<file path="src/design/pvp_pkg.sv">
// ----------------------------------------------------------------------------
// pvp_pkg
// Shared widths, payload structs and register codes for the perspective
// vertex projection core.
// ----------------------------------------------------------------------------
package pvp_pkg;

  localparam int WORD_BITS = 24;
  localparam int FRAC_BITS = 16;
  localparam int PROD_BITS = 2 * WORD_BITS;
  localparam int SUM_BITS  = ((2 * WORD_BITS > WORD_BITS + FRAC_BITS) ?
                              2 * WORD_BITS : WORD_BITS + FRAC_BITS) + 1;
  localparam int CELL_COUNT = WORD_BITS;
  localparam int LATENCY    = CELL_COUNT + 3;
  localparam int INDEX_BITS = 2;

  typedef logic signed [WORD_BITS-1:0] word_t;
  typedef logic [WORD_BITS-1:0] mag_t;
  typedef logic signed [PROD_BITS-1:0] prod_t;
  typedef logic signed [SUM_BITS-1:0] sum_t;

  localparam word_t WORD_MAX = {1'b0, {(WORD_BITS-1){1'b1}}};
  localparam word_t WORD_MIN = {1'b1, {(WORD_BITS-1){1'b0}}};
  localparam word_t ONE_FIX  = word_t'(64'd1 << FRAC_BITS);

  typedef enum logic [INDEX_BITS-1:0] {
    REG_X_GAIN   = 2'd0,
    REG_Y_GAIN   = 2'd1,
    REG_Z_SCALE  = 2'd2,
    REG_Z_OFFSET = 2'd3
  } reg_idx_t;

  typedef struct packed {
    word_t in_x;
    word_t in_y;
    word_t in_z;
  } item_t;

  typedef struct packed {
    word_t proj_x;
    word_t proj_y;
    word_t depth;
    logic  w_zero;
  } result_t;

  typedef struct packed {
    word_t x_gain;
    word_t y_gain;
    word_t z_scale;
    word_t z_offset;
  } cfg_t;

  typedef struct packed {
    mag_t rem;
    mag_t num;
    mag_t den;
    mag_t quo;
    logic neg;
    logic ovf;
  } lane_t;

  typedef struct packed {
    word_t sh_x;
    word_t sh_y;
    word_t depth;
    logic  w_zero;
  } side_t;

  typedef struct packed {
    lane_t lx;
    lane_t ly;
    side_t side;
  } stage_t;

endpackage

</file>
<file path="src/design/pvp_cell.sv">
// ----------------------------------------------------------------------------
// pvp_cell
// One divider cell: a restoring compare-subtract step on the x and y lanes,
// yielding one quotient bit each, with the side payload carried along.
// ----------------------------------------------------------------------------
module pvp_cell (
  input  logic             clk,
  input  logic             rst,
  input  logic             in_valid,
  input  pvp_pkg::stage_t  in_stage,
  output logic             out_valid,
  output pvp_pkg::stage_t  out_stage
);

  function automatic pvp_pkg::lane_t lane_step(input pvp_pkg::lane_t l);
    logic [pvp_pkg::WORD_BITS:0] t;
    logic [pvp_pkg::WORD_BITS:0] d;
    logic                        ge;
    pvp_pkg::lane_t              n;
    n  = l;
    t  = {l.rem, l.num[pvp_pkg::WORD_BITS-1]};
    d  = t - {1'b0, l.den};
    ge = (t >= {1'b0, l.den});
    n.rem = ge ? d[pvp_pkg::WORD_BITS-1:0] : t[pvp_pkg::WORD_BITS-1:0];
    n.num = {l.num[pvp_pkg::WORD_BITS-2:0], 1'b0};
    n.quo = {l.quo[pvp_pkg::WORD_BITS-2:0], ge};
    return n;
  endfunction

  always_ff @(posedge clk) begin
    if (rst) begin
      out_valid <= 1'b0;
    end else begin
      out_valid <= in_valid;
    end
    out_stage.lx   <= lane_step(in_stage.lx);
    out_stage.ly   <= lane_step(in_stage.ly);
    out_stage.side <= in_stage.side;
  end

endmodule

</file>
<file path="config.mk">
export PLATFORM = sky130hd
export DESIGN_NAME = pvp_cell
export DESIGN_NICKNAME = d
export VERILOG_FILES = /design/src/design/pvp_pkg.sv /design/src/design/pvp_cell.sv
export SDC_FILE = /design/constraint.sdc
export NUM_CORES = 1
export LEC_CHECK = 0
export BUFFER_PORTS_ARGS = -buffer_cell sky130_fd_sc_hd__buf_4
export CAP_MARGIN = 10
export CORE_AREA = 2 2 212 214
export DETAILED_ROUTE_END_ITERATION = 10
export DIE_AREA = 0 0 214 216
export PLACE_DENSITY = 0.45
export REMOVE_ABC_BUFFERS = 1
export SETUP_SLACK_MARGIN = 0.1
export SYNTH_ARGS = -nofsm -noshare
export SYNTH_HDL_FRONTEND = slang
export SYNTH_SLANG_ARGS = --single-unit
export TNS_END_PERCENT = 5
</file>
<file path="constraint.sdc">
create_clock -name clk -period 5.95 [get_ports clk]
set_input_delay 0.2975 -clock clk [delete_from_list [all_inputs] [get_ports clk]]
set_output_delay 0.2975 -clock clk [all_outputs]
set_load 0.005 [all_outputs]
</file>
==> reports/qor.yml, run 1 <==
outcome: "complete, no violations"
yosys_most_used_dff: "dfxtp_1"
die_h_um: 216
hold-worst-slack_ns: 0.119
antenna_found_initial: 1
grtUsageTotal_pct: 14.4
power.switching_mw: 1.19
preCtsSetupSlack_ns: 2.27
min_path_type: "in2reg"
clock_path_buffers: 3
dieWidth_um: 214
fin_ws_ns: 2.41
crit_arrival_ns: 3.99
crit_type: "in2reg"
fin_crit_sh_pct: 59.4
max_freq_mhz: 283
drc: 0
core_um2: 43800
crit_fanout: 23
clockRootBuffer: "clkbuf_16"
clkPwrFrac_pct: 39.3
drive_gt1_share_pct: 40.2
top_level_ports: 542
netlist_instances: 720
cts_resized: 0
final_cells: 2161
ys_seq_elements: 268
dr.pass1.iters: 4
cts_setup_buffers: 0
end_kind: "flip-flop"
wl_um: 34800
synth_edf_count: 0
startpoint_type: "primary input"
num_vias: 8246
overflow: 0
area_delta_synth_final_pct: 98.5
wl_per_cell_um: 16.1
layout_common_cells: "buf_4, dfxtp_1, dlygate4sd3_1"
maxCapViolCount: 0
avgSynthCellArea_um2: 11.9
cts_inserted_buffers: 30
synth_cell_type_count: 55
max_slew.worst_pin.slew_ns: 0.918
setup_viol: 0
switching_share_pct: 24.7
ant_nets: 0
layout_commonest_cell: "buf_4"
grt_pass1_vias: 8851
viasPerCell: 3.82
rsz0062_at_grt: "false"
final_nets: 1867
crit_end: "out_stage[151]"
numPlacedInstances: 1841
vdd_ir_drop_max_mv: 0.207
row_count: 77
drv_slew: 0
place_congestion: 0.812
yosysSeqAreaShare_pct: 62.9
initial_core_util_pct: 19.5
cts.htree.levels: 1
seqPwrFrac_pct: 41.2
drt_iter0_drc: 434
cts_tree: "yes"
p_comb_share_pct: 19.5
fin_crit_ns: 3.54
hold_viol: 0
tns_ns: 0
p_per_area_nw_per_um2: 285
portBuffers: 537
ys_async_sr_fraction_pct: 0
syn_area_um2: 8540
fillers: 4262
cts-hold-fix-buffers: 264
dp_hpwl_um: 26700
clock-sinks: 268
p_leak_nw: 8.05
grt_pass1_wl_um: 52300
startpoint: "in_stage[102]"
p_int_mw: 3.63
yosysWarnings: 0
slew_headroom_pct: 38.6
die_area_um2: 46200
required_ns: 6.40
clk_pin_slew_ns: 0.06
grt_max_degree: 26
## cell usage after synthesis, types with 5 or more instances
| master | instances | area [um2] |
|---|---|---|
| dfxtp_1 | 268 | 5370 |
| inv_1 | 60 | 225 |
| ha_1 | 48 | 601 |
| nand2_1 | 39 | 146 |
| a21oi_1 | 34 | 170 |
| o21ai_0 | 29 | 145 |
| mux2_2 | 26 | 293 |
| a21o_1 | 24 | 180 |
| nor2_1 | 24 | 90.1 |
| xnor2_1 | 23 | 201 |
| xor2_1 | 13 | 114 |
| nand3_1 | 9 | 45.0 |
| o21a_1 | 8 | 60.1 |
| a211oi_1 | 7 | 52.6 |
| nand4_1 | 7 | 43.8 |
| a31oi_1 | 6 | 37.5 |
| nor3_1 | 6 | 30.0 |
| o21bai_1 | 6 | 45.0 |
| a21boi_0 | 5 | 37.5 |
| nor2b_1 | 5 | 31.3 |
| nor4_1 | 5 | 31.3 |
## power groups by stage
stage / clock network, mW / registers, mW / logic [mW]
6_report: 1.89 / 1.99 / 0.940
5_1_grt: 2.04 / 2.00 / 1.02
4_1_cts: 1.96 / 1.99 / 0.953
3_5_place_dp: 0 / 2.03 / 0.798
3_3_place_gp: 0 / 2.02 / 0.799
2_1_floorplan: 0 / 2.04 / 0.289
## worst min-delay path by stage
stage / start / to / slack, ns / depth (start not counted)
floorplan: in_stage[0] / out_stage[0] / 0.33 / 0
global placement: in_stage[46] / out_stage[46] / 0.40 / 1
detailed placement: in_stage[87] / out_stage[88] / 0.40 / 1
CTS: in_stage[168] / out_stage[169] / 0.09 / 3
global route: in_stage[168] / out_stage[169] / 0.15 / 3
finish: in_stage[169] / out_stage[170] / 0.12 / 3
## registers in the layout, indices dropped and copies added, names as in the netlist
register / count
out_valid: 1
out_stage: 267
## per-layer routing
metal	track usage [%]	share of wire, %	up-vias
met5	0	0	-
met4	6.22	3.9	0
met3	3.69	6.6	64
met2	25.6	50	299
met1	16.3	39	3777
li1	-	-	4106
## critical path: stages
cell,delay [ns]
dlygate4sd3_1,0.55
buf_4,0.14
inv_1,0.07
ha_1,0.36
a21o_1,0.19
a21oi_1,0.21
a21oi_1,0.17
o41ai_4,0.46
a21oi_2,0.17
nor3_4,0.61
buf_4,0.38
mux2_2,0.36
## cell type report
| type | instances | area, um2 | area share, % |
|---|---|---|---|
| clock inverter | 17 | 205 | 1.21 |
| tap | 592 | 741 | 4.37 |
| clock buffer | 38 | 831 | 4.90 |
| inverter | 60 | 225 | 1.33 |
| multi-input combinational | 383 | 2890 | 17.1 |
| antenna | 1 | 2.50 | 0.0148 |
| timing repair buffer | 802 | 6680 | 39.4 |
| sequential | 268 | 5370 | 31.7 |
## kinds of logic after synthesis
logic type | count (synthesis) | synth area share, %
AOI/OAI and AO/OA | 146 | 11.6
xor gates and xnor gates | 36 | 3.69
adders and majority gates | 50 | 7.51
buffers and inverters | 70 | 3.37
DFF | 268 | 62.9
muxes | 29 | 3.78
other | 1 | 0.0439
and+or+nand+nor | 120 | 7.14
## per-stage QoR
stage,util (%),area [um2],power [mW]
finish,38.7,16900,4.82
global route,38.6,16900,5.07
CTS,38.6,16900,4.90
detailed placement,30.3,13300,2.82
global placement,30.3,13300,2.82
floorplan,-,8480,2.33
No activity file was read; power rests on OpenSTA's default activity.
==> inputs of run 2 (changes only) <==
ABC_AREA = 1   (was default)
CORE_AREA = 2 2 210 212   (was 2 2 212 214)
DIE_AREA = 0 0 212 214   (was 0 0 214 216)
PLACE_DENSITY = 0.49   (was 0.45)
clock period = 3.55 ns   (was 5.95 ns; I/O delays follow)
==> run 2 against run 1 <==
  * Clock power up 63%
  * Die area down 1.9%
  * Global-route usage up 2.9 points
  * Synthesized area up 18%
  * Via count up 30%
  * Synthesized cell count up 73%
  * Setup slack worse by 1.3 ns
  * Non-clock buffer count up 5
  * Routed wire length up 17%
  * Final area up 8.5%
==> reports/qor.yml, run 2 <==
outcome: "complete, no violations"  # unchanged
initial_core_util_pct: 23.5  # was 19.5%
crit_arrival_ns: 2.95  # was 3.99 ns
area_delta_synth_final_pct: 82.8  # was 98.5%
clock-sinks: 268  # unchanged
regArea_um2: 5370  # unchanged
p_int_mw: 5.97  # was 3.63 mW
numPlacedInstances: 2354  # was 1841
hold_viol: 0  # unchanged
grt_pass1_wl_um: 61400  # was 52300 um
seqPwrFrac_pct: 41.0  # was 41.2%
grt_pass1_vias: 11000  # was 8851
drive_gt1_share_pct: 29.5  # was 40.2%
yosysSeqAreaShare_pct: 53.3  # was 62.9%
ys_async_sr_fraction_pct: 0  # unchanged
portBuffers: 537  # unchanged
preCtsSetupSlack_ns: 1.05  # was 2.27 ns
clk_pin_slew_ns: 0.06  # about the same
place_congestion: 0.871  # was 0.812
die_h_um: 214  # was 216 um
min_path_type: "in2reg"  # unchanged
die_area_um2: 45400  # was 46200 um2
regMostFlops: "out_stage"  # unchanged
final_nets: 2391  # was 1867
wl_um: 40800  # was 34800 um
clkPwrFrac_pct: 38.0  # was 39.3%
maxCapViolCount: 0  # unchanged
grtUsageTotal_pct: 17.4  # was 14.4%
viasPerCell: 3.99  # was 3.82
p_per_area_nw_per_um2: 440  # was 285 nW/um2
cts_resized: 0  # unchanged
clockRootBuffer: "clkbuf_16"  # unchanged
switching_share_pct: 26.3  # was 24.7%
cts_inserted_buffers: 31  # was 30
drc: 0  # unchanged
power.switching_mw: 2.13  # was 1.19 mW
netlist_instances: 1246  # was 720
reg_top3: "out_stage x267, out_valid x1"  # unchanged
yosysMostFrequentCell: "nand2_1"  # was dfxtp_1
fin_crit_ns: 2.44
yosys_most_used_dff: "dfxtp_1"  # unchanged
cts_tree: "yes"  # unchanged
cts.htree.levels: 1  # unchanged
max_slew.worst_pin.slew_ns: 0.597  # was 0.918 ns
p_leak_nw: 9.70  # was 8.05 nW
drt_iter0_drc: 456  # was 434
fillers: 4218  # was 4262
synth_cell_type_count: 32  # was 55
top_level_ports: 542  # unchanged
synth_top_area_cell: "dfxtp_1"  # unchanged
cp_slowest_stage_delay_ns: 0.55  # was 0.61 ns
largest_register_ffs: 267  # unchanged
tns_ns: 0  # unchanged
fin_crit_sh_pct: 68.8
cp_slowest_cell: "dlygate4sd3_1"  # was nor3_4
syn_area_um2: 10100  # was 8540 um2
startpoint_type: "primary input"  # unchanged
cp_cell_sequence: "dlygate4sd3_1, buf_4, inv_1, ha_1, nand2_1, nor2_2, nand2_1, nor3_1, nand2_2, nand3_4, nand2_1, nand2_1"  # was dlygate4sd3_1, buf_4, inv_1, ha_1, a21o_1, a21oi_1, a21oi_1, o41ai_4, a21oi_2, nor3_4, buf_4, mux2_2
avgSynthCellArea_um2: 8.08  # was 11.9 um2
end_kind: "flip-flop"  # unchanged
layout_common_cells: "buf_4, nand2_1, dfxtp_1"  # was buf_4, dfxtp_1, dlygate4sd3_1
dp_hpwl_um: 31000  # was 26700 um
drv_slew: 0  # unchanged
yosysTopAreaCellShare_pct: 53.3  # was 62.9%
vdd_ir_drop_max_mv: 0.346  # was 0.207 mV
worst_path_dominant_cell_family: "simple AND/OR/NAND/NOR gates"  # was compound AO/OA/AOI/OAI gates
row_count: 76  # was 77
setup_viol: 0  # unchanged
crit_fanout: 25  # was 23
cts-hold-fix-buffers: 267  # was 264
p_comb_share_pct: 21.0  # was 19.5%
hold-worst-slack_ns: 0.249  # was 0.119 ns
dr.pass1.iters: 7  # was 4
fin_ws_ns: 1.11  # was 2.41 ns
final_util_pct: 42.9  # was 38.7%
rsz0062_at_grt: "false"  # unchanged
yosys-top-cells-area: "dfxtp_1, nand2_1, inv_1, ha_1, nand4_1"  # was dfxtp_1, ha_1, mux2_2, inv_1, xnor2_1
dieWidth_um: 212  # was 214 um
overflow: 0  # unchanged
multi_input_area_um2: 3680  # was 2890 um2
core_um2: 42900  # was 43800 um2
clock_path_buffers: 3  # unchanged
final_cells: 2676  # was 2161
ys_seq_elements: 268  # unchanged
crit_buf_inv: 3  # was 4
grt_max_degree: 26  # unchanged
layout_commonest_cell: "buf_4"  # unchanged
num_vias: 10700  # was 8246
cts_setup_buffers: 0  # unchanged
antenna_found_initial: 5  # was 1
cp_common_cell: "nand2_1"
ant_nets: 0  # unchanged
synth_common_cells: "nand2_1, dfxtp_1, inv_1"  # was dfxtp_1, inv_1, ha_1
yosysWarnings: 0  # unchanged
crit_type: "in2reg"  # unchanged
synth_edf_count: 0  # unchanged
wl_per_cell_um: 15.3  # was 16.1 um
slew_headroom_pct: 60.0  # was 38.6%
max_freq_mhz: 410
required_ns: 4.06  # was 6.40 ns
-- run 2: cell count changes after synthesis, sizes merged, moves of 12 or more --
cell / change
a21o: -24
o21ai: -28
mux2: -26
nor2: +36
a21oi: -12
xnor2: -19
nand3: +43
nand2: +398
nand4: +52
inv: +179
-- run 2: through the flow --
stage	power, mW	instance area, um2
after floorplan	3.99	9940
after CTS	8.22	18400
after global placement	4.83	14700
after detailed placement	4.84	14700
after global routing	8.52	18400
final	8.10	18400
-- run 2: kinds of logic after synthesis --
kind of cell	after synthesis	share of synthesized area, %
simple gates	622	26.7
flops	268	53.3
buf+inv	257	10.1
fa+ha+maj	50	6.37
compound gates	27	1.62
xor+xnor	21	1.83
other cells	1	0.0373
-- run 2: final timing paths --
kind                 startpoint  slack (ns)  depth (start not counted)              to
setup / recovery  in_stage[110]        1.11                         12  out_stage[165]
hold / removal     in_stage[21]        0.25                          2   out_stage[21]
-- run 2: power groups by stage --
stage          combinational, mW  sequential, mW  clock, mW
6_report                    1.70            3.32       3.08
5_1_grt                     1.88            3.34       3.30
4_1_cts                     1.71            3.32       3.19
3_5_place_dp                1.45            3.38          0
3_3_place_gp                1.46            3.38          0
2_1_floorplan              0.579            3.41          0
-- run 2: area by class of cell --
class	count	share of cell area [%]
diodes	2	0.0272
multi-input cells	722	20.0
flip-flops and latches	268	29.2
clock buffers	38	4.58
repair buffers	807	36.6
clock inverters	15	0.776
well taps	585	3.98
inverters	239	4.88
-- run 2: routing by layer --
layer | wire length (um) | vias up | track usage [%]
met2 | 20500 | 366 | 31.9
met1 | 16000 | 4787 | 19.2
met4 | 1400 | 6 | 5.94
met5 | 45 | - | 0
li1 | - | 5450 | -
met3 | 2900 | 80 | 4.41
